[src/trimming_url_form_encoder_assert.svh]
// Assertion macros used by the top-level encoder file.
`ifndef TRIMMING_URL_FORM_ENCODER_ASSERT_SVH
`define TRIMMING_URL_FORM_ENCODER_ASSERT_SVH

// A condition that must hold at every clock edge outside reset.
`define TUFE_ASSERT_ALWAYS(label, expr, msg) \
    label: assert property (@(posedge i_clk) disable iff (!i_rst_n) (expr)) else $error(msg);

// A condition that must hold in the cycle after its trigger.
`define TUFE_ASSERT_NEXT(label, ante, cons, msg) \
    label: assert property (@(posedge i_clk) disable iff (!i_rst_n) (ante) |=> (cons)) \
        else $error(msg);

`endif

[src/tufe_pkg.sv]
package tufe_pkg;

    typedef struct packed {
        logic [7:0] chr;
        logic       last;
        logic       term;
        logic       ovf;
    } t_enc_req;

    typedef enum logic [2:0] {
        S_IDLE  = 3'b001,
        S_FLUSH = 3'b010,
        S_CHAR  = 3'b100
    } t_state;

    typedef enum logic [1:0] {
        P_FIRST = 2'd0,
        P_HI    = 2'd1,
        P_LO    = 2'd2
    } t_phase;

    localparam logic [7:0] CH_PLUS    = 8'h2b;
    localparam logic [7:0] CH_PERCENT = 8'h25;
    localparam logic [7:0] CH_SPACE   = 8'h20;
    localparam logic [3:0] NIBBLE_MASK = 4'hf;

    function automatic logic is_plain(input logic [7:0] b);
        return (b >= 8'h30 && b <= 8'h39) || (b >= 8'h61 && b <= 8'h7a) ||
               (b >= 8'h41 && b <= 8'h5a) || b == 8'h2d || b == 8'h5f ||
               b == 8'h2e || b == 8'h7e;
    endfunction

    function automatic logic [7:0] hex_digit(input logic [3:0] n);
        logic [3:0] v;
        v = n & NIBBLE_MASK;
        if (v < 4'd10) begin
            return 8'h30 + {4'd0, v};
        end
        return 8'h57 + {4'd0, v};
    endfunction

    // Bit 3 flags whitespace; bits 2:0 carry the stored code.
    function automatic logic [3:0] ws_code(input logic [7:0] b);
        case (b)
            8'h20:   return 4'b1000;
            8'h09:   return 4'b1001;
            8'h0a:   return 4'b1010;
            8'h0b:   return 4'b1011;
            8'h0c:   return 4'b1100;
            8'h0d:   return 4'b1101;
            default: return 4'b0000;
        endcase
    endfunction

    function automatic logic [7:0] ws_char(input logic [2:0] c);
        case (c)
            3'd1:    return 8'h09;
            3'd2:    return 8'h0a;
            3'd3:    return 8'h0b;
            3'd4:    return 8'h0c;
            3'd5:    return 8'h0d;
            default: return CH_SPACE;
        endcase
    endfunction

endpackage

[src/tufe_ws_ram.sv]
module tufe_ws_ram
    import tufe_pkg::*;
#(
    parameter int DEPTH = 16,
    parameter int AW    = 4
) (
    input  logic          i_clk,
    input  logic          i_we,
    input  logic [AW-1:0] i_waddr,
    input  logic [2:0]    i_wdata,
    input  logic [AW-1:0] i_raddr,
    output logic [2:0]    o_rdata
);

    logic [2:0] r_mem [DEPTH];
    logic [2:0] r_rdata;

    always_ff @(posedge i_clk) begin
        if (i_we) begin
            r_mem[i_waddr] <= i_wdata;
        end
        r_rdata <= r_mem[i_raddr];
    end

    assign o_rdata = r_rdata;

endmodule

[src/tufe_char_enc.sv]
module tufe_char_enc
    import tufe_pkg::*;
(
    input  logic       i_clk,
    input  logic       i_rst_n,
    input  logic       i_req_valid,
    input  t_enc_req   i_req,
    output logic       o_req_ready,
    output logic       o_valid,
    input  logic       i_ready,
    output logic [7:0] o_out_char,
    output logic       o_last_of_run,
    output logic       o_terminator,
    output logic       o_overflowed
);

    logic     r_busy;
    t_enc_req r_req;
    t_phase   r_phase;
    logic     r_ovalid;
    logic [7:0] r_ochar;
    logic     r_olast, r_oterm, r_oovf;

    logic       fire, final_ch, plain, space;
    logic [7:0] n_char;

    assign plain = is_plain(r_req.chr);
    assign space = (r_req.chr == CH_SPACE);
    assign fire  = r_busy && (!r_ovalid || i_ready);

    always_comb begin
        n_char   = CH_PERCENT;
        final_ch = 1'b0;
        if (r_req.term) begin
            n_char   = 8'd0;
            final_ch = 1'b1;
        end else begin
            case (r_phase)
                P_FIRST: begin
                    if (plain) begin
                        n_char   = r_req.chr;
                        final_ch = 1'b1;
                    end else if (space) begin
                        n_char   = CH_PLUS;
                        final_ch = 1'b1;
                    end
                end
                P_HI: n_char = hex_digit(r_req.chr[7:4]);
                P_LO: begin
                    n_char   = hex_digit(r_req.chr[3:0]);
                    final_ch = 1'b1;
                end
                default: n_char = CH_PERCENT;
            endcase
        end
    end

    // A new word may be taken in the cycle that the current one finishes.
    assign o_req_ready = !r_busy || (fire && final_ch);

    always_ff @(posedge i_clk) begin
        if (!i_rst_n) begin
            r_busy   <= 1'b0;
            r_ovalid <= 1'b0;
            r_phase  <= P_FIRST;
        end else begin
            if (i_req_valid && o_req_ready) begin
                r_busy  <= 1'b1;
                r_phase <= P_FIRST;
            end else if (fire && final_ch) begin
                r_busy <= 1'b0;
            end else if (fire) begin
                r_phase <= (r_phase == P_FIRST) ? P_HI : P_LO;
            end
            if (fire) begin
                r_ovalid <= 1'b1;
            end else if (i_ready) begin
                r_ovalid <= 1'b0;
            end
        end
    end

    always_ff @(posedge i_clk) begin
        if (i_req_valid && o_req_ready) begin
            r_req <= i_req;
        end
        if (fire) begin
            r_ochar <= n_char;
            r_olast <= r_req.last && final_ch;
            r_oterm <= r_req.term;
            r_oovf  <= r_req.term && r_req.ovf;
        end
    end

    assign o_valid       = r_ovalid;
    assign o_out_char    = r_ochar;
    assign o_last_of_run = r_olast;
    assign o_terminator  = r_oterm;
    assign o_overflowed  = r_oovf;

endmodule

[src/trimming_url_form_encoder.sv]
// Flow: an accepted byte is registered in the character encoder, then in its output register;
// held whitespace is first read from the pending memory and flushed ahead of it, and a held
// whitespace byte gives no word when accepted. Throughput: one output word per cycle while the
// receiver is ready, so a plain byte gives one word and an escaped byte three; a flush gives one
// word per held space and three per other held whitespace byte. No new byte is taken meanwhile.
// Reset: synchronous, active low; clears the control state. The memory is not cleared.
`include "trimming_url_form_encoder_assert.svh"

module trimming_url_form_encoder
    import tufe_pkg::*;
#(
    parameter int PENDING_DEPTH = 16
) (
    input  logic       i_clk,
    input  logic       i_rst_n,
    input  logic       i_valid,
    output logic       o_ready,
    input  logic [7:0] i_char_byte,
    input  logic       i_end_marker,
    output logic       o_valid,
    input  logic       i_ready,
    output logic [7:0] o_out_char,
    output logic       o_last_of_run,
    output logic       o_terminator,
    output logic       o_overflowed
);

    localparam int AW = (PENDING_DEPTH > 1) ? $clog2(PENDING_DEPTH) : 1;
    localparam int CW = $clog2(PENDING_DEPTH + 1);

    t_state        r_state, n_state;
    logic          r_skip, n_skip;
    logic          r_ovf, n_ovf;
    logic [CW-1:0] r_count, n_count;
    logic [CW-1:0] r_idx, n_idx;
    logic [7:0]    r_byte;

    logic          accept, enc_ready, req_valid, we;
    t_enc_req      req;
    logic [3:0]    wsc;
    logic [2:0]    rdata;
    logic          flush_end;

    assign wsc       = ws_code(i_char_byte);
    assign o_ready   = (r_state == S_IDLE) && enc_ready;
    assign accept    = i_valid && o_ready;
    assign flush_end = (r_idx == CW'(r_count - CW'(1)));

    always_comb begin
        n_state   = r_state;
        n_skip    = r_skip;
        n_ovf     = r_ovf;
        n_count   = r_count;
        n_idx     = r_idx;
        req_valid = 1'b0;
        req       = '{chr: i_char_byte, last: 1'b1, term: 1'b0, ovf: 1'b0};
        we        = 1'b0;
        case (r_state)
            S_IDLE: begin
                if (accept) begin
                    if (i_end_marker) begin
                        req_valid = 1'b1;
                        req       = '{chr: 8'd0, last: 1'b1, term: 1'b1, ovf: r_ovf};
                        n_skip    = 1'b1;
                        n_ovf     = 1'b0;
                        n_count   = '0;
                    end else if (wsc[3]) begin
                        if (!r_skip) begin
                            if (r_count < CW'(PENDING_DEPTH)) begin
                                we      = 1'b1;
                                n_count = CW'(r_count + CW'(1));
                            end else begin
                                n_ovf = 1'b1;
                            end
                        end
                    end else begin
                        n_skip = 1'b0;
                        if (r_count == '0) begin
                            req_valid = 1'b1;
                        end else begin
                            // Start the walk: entry 0 is read this cycle.
                            n_idx   = '0;
                            n_state = S_FLUSH;
                        end
                    end
                end
            end
            S_FLUSH: begin
                req = '{chr: ws_char(rdata), last: 1'b0, term: 1'b0, ovf: 1'b0};
                if (enc_ready) begin
                    req_valid = 1'b1;
                    if (flush_end) begin
                        n_state = S_CHAR;
                    end else begin
                        n_idx = CW'(r_idx + CW'(1));
                    end
                end
            end
            S_CHAR: begin
                req = '{chr: r_byte, last: 1'b1, term: 1'b0, ovf: 1'b0};
                if (enc_ready) begin
                    req_valid = 1'b1;
                    n_count   = '0;
                    n_idx     = '0;
                    n_state   = S_IDLE;
                end
            end
            default: n_state = S_IDLE;
        endcase
    end

    always_ff @(posedge i_clk) begin
        if (!i_rst_n) begin
            r_state <= S_IDLE;
            r_skip  <= 1'b1;
            r_ovf   <= 1'b0;
            r_count <= '0;
            r_idx   <= '0;
        end else begin
            r_state <= n_state;
            r_skip  <= n_skip;
            r_ovf   <= n_ovf;
            r_count <= n_count;
            r_idx   <= n_idx;
        end
    end

    always_ff @(posedge i_clk) begin
        if (accept) begin
            r_byte <= i_char_byte;
        end
    end

    // The read address is the next index, so the read data always matches r_idx.
    // Writes occur only while idle, so no access overlaps the walk.
    tufe_ws_ram #(
        .DEPTH (PENDING_DEPTH),
        .AW    (AW)
    ) u_ram (
        .i_clk   (i_clk),
        .i_we    (we),
        .i_waddr (r_count[AW-1:0]),
        .i_wdata (wsc[2:0]),
        .i_raddr (n_idx[AW-1:0]),
        .o_rdata (rdata)
    );

    tufe_char_enc u_enc (
        .i_clk         (i_clk),
        .i_rst_n       (i_rst_n),
        .i_req_valid   (req_valid),
        .i_req         (req),
        .o_req_ready   (enc_ready),
        .o_valid       (o_valid),
        .i_ready       (i_ready),
        .o_out_char    (o_out_char),
        .o_last_of_run (o_last_of_run),
        .o_terminator  (o_terminator),
        .o_overflowed  (o_overflowed)
    );

    `TUFE_ASSERT_ALWAYS(a_count_bound, r_count <= CW'(PENDING_DEPTH), "pending count over depth")
    `TUFE_ASSERT_ALWAYS(a_flush_index,
        (r_state != S_FLUSH) || (r_count != '0 && r_idx < r_count), "flush index out of range")
    `TUFE_ASSERT_ALWAYS(a_term_last, !(o_valid && o_terminator) || o_last_of_run,
        "terminator word not last")
    `TUFE_ASSERT_NEXT(a_char_done, r_state == S_CHAR && enc_ready,
        r_state == S_IDLE && r_count == '0, "flush did not return to idle")

endmodule

[config.mk]
export PLATFORM = sky130hd
export DESIGN_NAME = trimming_url_form_encoder
export DESIGN_NICKNAME = d
export VERILOG_FILES = /design/src/tufe_pkg.sv /design/src/tufe_ws_ram.sv /design/src/tufe_char_enc.sv /design/src/trimming_url_form_encoder.sv
export VERILOG_INCLUDE_DIRS = /design/src /design/src/src
export SDC_FILE = /design/constraint.sdc
export NUM_CORES = 1
export LEC_CHECK = 0
export BUFFER_PORTS_ARGS = -buffer_cell sky130_fd_sc_hd__buf_2
export CAP_MARGIN = 20
export CORE_MARGIN = 2
export CORE_UTILIZATION = 55
export CTS_CLUSTER_SIZE = 8
export DETAILED_ROUTE_END_ITERATION = 6
export GPL_TIMING_DRIVEN = 0
export MAX_ROUTING_LAYER = met4
export PLACE_DENSITY_LB_ADDON = 0.25
export SLEW_MARGIN = 40
export SYNTH_ARGS = -nofsm -noshare
export SYNTH_HDL_FRONTEND = slang
export SYNTH_SLANG_ARGS = --single-unit
[constraint.sdc]
create_clock -name i_clk -period 4.7 [get_ports i_clk]
set_clock_uncertainty 0.2 [all_clocks]
set_input_delay 0.705 -clock i_clk [delete_from_list [all_inputs] [get_ports i_clk]]
set_output_delay 0.705 -clock i_clk [all_outputs]
set_load 0.01 [all_outputs]
==> results.cfg, run 1 <==
[run_status]
outcome = complete, no violations

[floorplanning]
coreArea_sq_mm = 0.00915
start_util = 0.562
fp.dieW_um = 101
ios = 26
dieArea_sq_mm = 0.0101
fp.dieH_um = 101
row_count = 35

[timing]
max_freq_mhz = 231
setup_viol = 0
max_slew_margin = 0.536
rsz0062_at_grt = no
final-hold-violation-count = 0
slew_viol_final = 0
fin_crit_sh = 0.921
setup-tns-final_ps = 0
worstMarginPinSlew_ps = 696
period_needed_ps = 4330

[logic_synthesis]
async_reset_ff_frac = 0
synth_area_sq_mm = 0.00515
synth_fp_nets = 483
ys_ff_latch = 100
dominantRegCellSynth = edfxtp_1
seq_area_frac_synth = 0.541
synth_edf_count = 78
synth_cells = 454
syn_area_per_cell_sq_um = 11.3
ys_warn_count = 0
synth.distinct_cells = 67

[final_layout]
antennaDiodeCount = 0
drive_gt1_frac = 0.149
syn_to_final_growth_pct = 10.1
nNetsFinal = 521
design_area_sq_mm = 0.00567

[power_and_ir_drop]
p_leak_nw = 1.95
power.density_mw_per_mm2 = 326
ir_drop_uv = 250

[global_routing]
grt.total_usage = 0.226
grt.overflow.total = 0
antenna_found_initial = 0
grt_pass1_wl_um = 17200
grt_start_max_net_pins = 22
grt_pass1_vias = 3504

[clock_network]
cts_root_buf = clkbuf_8
ctsLongestPathBuffers = 2
cts_htree_levels = 3
clkTransAtPathRegs_ps = 100
cts.sinks = 100
cts_tree = done
clk_latency_ps = 360
cts_buffers = 9
hold_buffers = 0

[route]
final_antenna_net_count = 0
drt_iter0_markers = 229
firstDrtPassIters = 5
wl_um = 10400
route.detailed.drc = 0
vias_per_cell = 6.03
num_vias = 3669
wl_per_cell_um = 17.2

[critical_path]
critPathKind = reg -> reg
endpoint_kind = flip-flop
startpoint_type = flip-flop
critPathRequiredTime_ps = 4750
arrival_ps = 4380
critPathMaxFanout = 10

[placement]
gp_congestion = 0.897
dp_hpwl_um = 7730
io_buffers = 25
dpl_cell_area_sq_mm = 0.00546

[flow_run]
drv_cap = 0

[hold_path]
hold_path_class = reg -> reg
[layout by cell type (no fill, tap or decap), types with 13 or more instances in the layout]
master,count
buf_2,30
ha_1,16
o21ai_0,17
dfxtp_1,22
nand2_1,41
edfxtp_1,78
nor3_1,16
nor2_1,47
clkbuf_1,13
a21oi_1,24
inv_1,17
[registers in the layout, indices dropped and copies added (netlist names), 2 cells and up]
| signal | flops |
|---|---|
| r_state | 3 |
| u_enc.r_req | 11 |
| u_enc.o_out_char | 8 |
| r_idx | 5 |
| u_enc.r_phase | 2 |
| r_count | 5 |
| r_byte | 8 |
| u_ram.r_mem | 48 |
| u_ram.o_rdata | 3 |
[report_power, final]
group          leakage, nW  switching [mW]  internal [mW]  total (mW)
combinational        0.998           0.171          0.101       0.272
sequential           0.851          0.0235          0.996        1.02
clock                0.105           0.338          0.217       0.555
[kinds of logic (layout without fill, tap and decap cells)]
family	count (synthesis)	count (layout)	synth area share
AO/OA/AOI/OAI	100	100	0.138
XOR/XNOR	12	12	0.0204
adder cells (fa/ha/maj)	16	16	0.0389
buffers and inverters	41	84	0.0326
flip-flops	100	100	0.541
multiplexers	16	16	0.0644
other	1	1	0.000729
AND/OR/NAND/NOR	168	168	0.164
[worst paths after layout]
kind | startpoint | slack, ps | to | cells after the start
worst max-delay path | u_enc.r_req[8]$_DFFE_PP_ | 370 | u_ram.o_rdata[2]$_DFF_P_ | 14
worst min-delay path | u_enc.r_req[1]$_DFFE_PP_ | 320 | u_enc.o_terminator$_DFFE_PP_ | 0
worst max register to register | u_enc.r_req[8]$_DFFE_PP_ | 370 | u_ram.o_rdata[2]$_DFF_P_ | 14
worst min register to register | u_enc.r_req[1]$_DFFE_PP_ | 320 | u_enc.o_terminator$_DFFE_PP_ | 0
[synth_stat cells (6+ instances only)]
master	instances	area [sq um]
clkbuf_1	14	52.6
a21oi_1	25	125
and2_1	9	56.3
nor2_1	47	176
dfxtp_1	22	440
nand2_1	41	154
a22oi_1	8	60.1
xor2_1	6	52.6
nand2b_1	12	75.1
ha_1	16	200
nand3_1	10	50.1
a31oi_1	6	37.5
mux4_2	7	158
nor2b_1	7	43.8
xnor2_1	6	52.6
edfxtp_1	78	2340
nor3_1	17	85.1
inv_1	17	63.8
o21ai_0	17	85.1
[metrics by stage]
step	power (mW)	hold slack (ps)	setup WS, ps	std cells	util
floorplan	1.23	249	1030	454	-
global placement	1.30	282	385	590	0.591
detailed placement	1.31	292	369	593	0.596
CTS	1.86	313	323	609	0.619
global route	1.93	315	48.2	608	0.619
finish	1.85	318	371	608	0.619
[what timing repair did]
item,CTS,global route
setup buffers,0,0
setup endpoints to repair,0,3
gates resized for setup,0,0
[worst max-delay path: stages (launching register included)]
cell and delay (ps):
edfxtp_1 390, clkbuf_1 300, inv_1 170, ha_1 240, and3_1 160, a311oi_1 280, a211o_1 190, nand3_4 160
o31ai_4 380, nand2_1 320, a22oi_4 340, buf_6 220, mux4_1 590, a22oi_1 190, nand2_1 80
[per-layer routing]
layer,up-vias,global-route usage,part of all wire
met4,0,0.0569,0.011
met3,11,0.0402,0.053
met2,105,0.362,0.49
met5,-,-,0
li1,1773,-,-
met1,1780,0.300,0.45
[area by class of cell]
type | count | area (sq um)
plain buffers | 20 | 88.8
clock buffers | 9 | 124
clock inverters | 7 | 86.3
fillers | 740 | 3490
inverters | 20 | 75.1
multi-input cells | 313 | 2220
flip-flops and latches | 100 | 2780
well taps | 111 | 139
repair buffers | 28 | 148
No activity file was read; power rests on OpenSTA's default activity.
==> run 2, diff against run 1 <==
--- a/config.mk
+++ b/config.mk
@@ -8,6 +8,7 @@
 export LEC_CHECK = 0
 export BUFFER_PORTS_ARGS = -buffer_cell sky130_fd_sc_hd__buf_2
 export CAP_MARGIN = 20
+export CORE_ASPECT_RATIO = 1.25
 export CORE_MARGIN = 2
 export CORE_UTILIZATION = 55
 export CTS_CLUSTER_SIZE = 8
==> run 2 against run 1 <==
Against the previous run:
- non-clock buffer count is 1 lower
- clock power rose by 41%
- register-to-register slack lost 20 ps
- flip-flop and latch count stayed put
- final cell count up 1.8%
- routed wire length grew 4.0%
- setup slack lost 48 ps
- total power is 13% higher
- first-iteration DRC count increased by 44%
- critical endpoint is now o_ready
- fmax fell by 1.1%
- via count rose by 2.4%
==> results.cfg, run 2 (same netlist as run 1, synthesis figures left out) <==
[critical_path]
critPathMaxFanout = 10
crit_family = buffers and inverters
critPathMostFrequentCell = clkbuf_1
slowest_delay_ps = 380
critPathKind = reg -> out
slowest_stage = edfxtp_1
critPathRequiredTime_ps = 3800
endpoint_kind = output pin
path_cells = clkbuf_1 -> inv_1 -> ha_1 -> and3_1 -> a311oi_1 -> a211o_1 -> nand3_4 -> o31ai_4 -> and2_0 -> clkbuf_1 -> nor3_1 -> buf_2
arrival_ps = 3470
path_buf_inv = 4
startpoint_type = flip-flop

[final_layout]
regMostFlops = u_ram.r_mem
final_common_cell = edfxtp_1
layout_common_cells = edfxtp_1, nor2_1, nand2_1, buf_2, a21oi_1
largest_register_ffs = 48
nNetsFinal = 520
syn_to_final_growth_pct = 12.5
antennaDiodeCount = 0
largestRegisters = u_ram.r_mem x48, u_enc.r_req x11
drive_gt1_frac = 0.143

[timing]
slew_viol_final = 0
max_freq_mhz = 228
period_needed_ps = 4380
fin_crit_sh = 0.931
final-hold-violation-count = 0
timing.hold.ws_ps = 293
setup-tns-final_ps = 0
rsz0062_at_grt = no
setup_viol = 0
worstMarginPinSlew_ps = 817
max_slew_margin = 0.455

[clock_network]
hold_buffers = 0
cts_resized = 0
clk_latency_ps = 340
cts_root_buf = clkbuf_16
clkTransAtPathRegs_ps = 70
post_cts_buffers = 0
cts_buffers = 9
cts.sinks = 100
cts_tree = done
cts_htree_levels = 3
ctsLongestPathBuffers = 2

[floorplanning]
ios = 26
start_util = 0.564
row_count = 39
dieArea_sq_mm = 0.0102
fp.dieH_um = 112
fp.dieW_um = 90.5
coreArea_sq_mm = 0.00913

[global_routing]
grt_pass1_vias = 3760
grt.total_usage = 0.236
grt_pass1_wl_um = 18400
grt_start_max_net_pins = 17
antenna_found_initial = 0
grt.overflow.total = 0

[power_and_ir_drop]
clkPwrFrac = 0.377
p_switching_mw = 0.498
sw_frac_of_total = 0.240
power.density_mw_per_mm2 = 359
power_frac_seq = 0.491
intPower_mw = 1.58
p_leak_nw = 2.00
p_comb_frac = 0.132
ir_drop_uv = 321

[route]
route.detailed.drc = 0
vias_per_cell = 6.07
final_antenna_net_count = 0
wl_um = 10800
num_vias = 3757
wl_per_cell_um = 17.5
firstDrtPassIters = 5
drt_iter0_markers = 329

[hold_path]
hold_path_class = reg -> reg

[run_status]
outcome = complete, no violations

[flow_run]
drv_cap = 0

[placement]
dp_hpwl_um = 8040
gp_congestion = 0.967
io_buffers = 25
-- run 2: changes by cell type in the layout (fill, tap and decap cells not counted), sizes merged --
cell | previous run | this run
buf | 35 | 34
bufinv | 0 | 2
clkbuf | 22 | 25
clkinv | 5 | 4
inv | 22 | 18
-- run 2: layout make-up --
cell class,instances,area [sq um]
Fill cell,739,3340
Sequential cell,100,2780
Multi-Input combinational cell,313,2230
Clock buffer,12,246
Tap cell,123,154
Timing Repair Buffer,27,140
Buffer,20,88.8
Inverter,20,75.1
Clock inverter,4,73.8
-- run 2: layer usage --
| layer | share of wire | global-route usage |
|---|---|---|
| met3 | 0.045 | 0.0356 |
| met2 | 0.54 | 0.421 |
| met5 | 0 | - |
| met4 | 0.034 | 0.112 |
| met1 | 0.38 | 0.258 |
-- run 2: worst paths after layout --
| kind | start | endpoint | slack, ps | cells past startpoint |
|---|---|---|---|---|
| worst min-delay path | u_enc.r_req[1]$_DFFE_PP_ | u_enc.o_terminator$_DFFE_PP_ | 290 | 0 |
| worst min register to register | u_enc.r_req[1]$_DFFE_PP_ | u_enc.o_terminator$_DFFE_PP_ | 290 | 0 |
| worst max register to register | u_enc.r_req[8]$_DFFE_PP_ | u_ram.o_rdata[0]$_DFF_P_ | 350 | 14 |
| worst max-delay path | u_enc.r_req[8]$_DFFE_PP_ | o_ready | 320 | 12 |
-- run 2: worst reg2reg max path: stages (launching register included) --
cell	delay [ps]
edfxtp_1	380
clkbuf_1	330
inv_1	170
ha_1	250
and3_1	150
a311oi_1	310
a211o_1	190
nand3_4	160
o31ai_4	380
nand2_1	310
a22oi_4	330
buf_6	220
mux4_1	560
a22oi_1	220
nand2_1	80
-- run 2: power by group through the flow --
stage | Clock (mW) | Combinational (mW) | Sequential, mW
6_report | 0.783 | 0.274 | 1.02
5_1_grt | 0.822 | 0.305 | 1.02
4_1_cts | 0.792 | 0.272 | 1.02
3_5_place_dp | 0 | 0.270 | 1.04
3_3_place_gp | 0 | 0.265 | 1.04
2_1_floorplan | 0 | 0.189 | 1.04
-- run 2: metrics by stage --
stage	utilization	cells	total power [mW]	worst slack, ps	area [sq um]
floorplan	-	454	1.23	1030	5150
global placement	0.595	602	1.30	313	5430
detailed placement	0.599	604	1.31	253	5470
CTS	0.634	620	2.08	233	5790
global route	0.634	619	2.15	32.1	5790
finish	0.634	619	2.08	323	5790
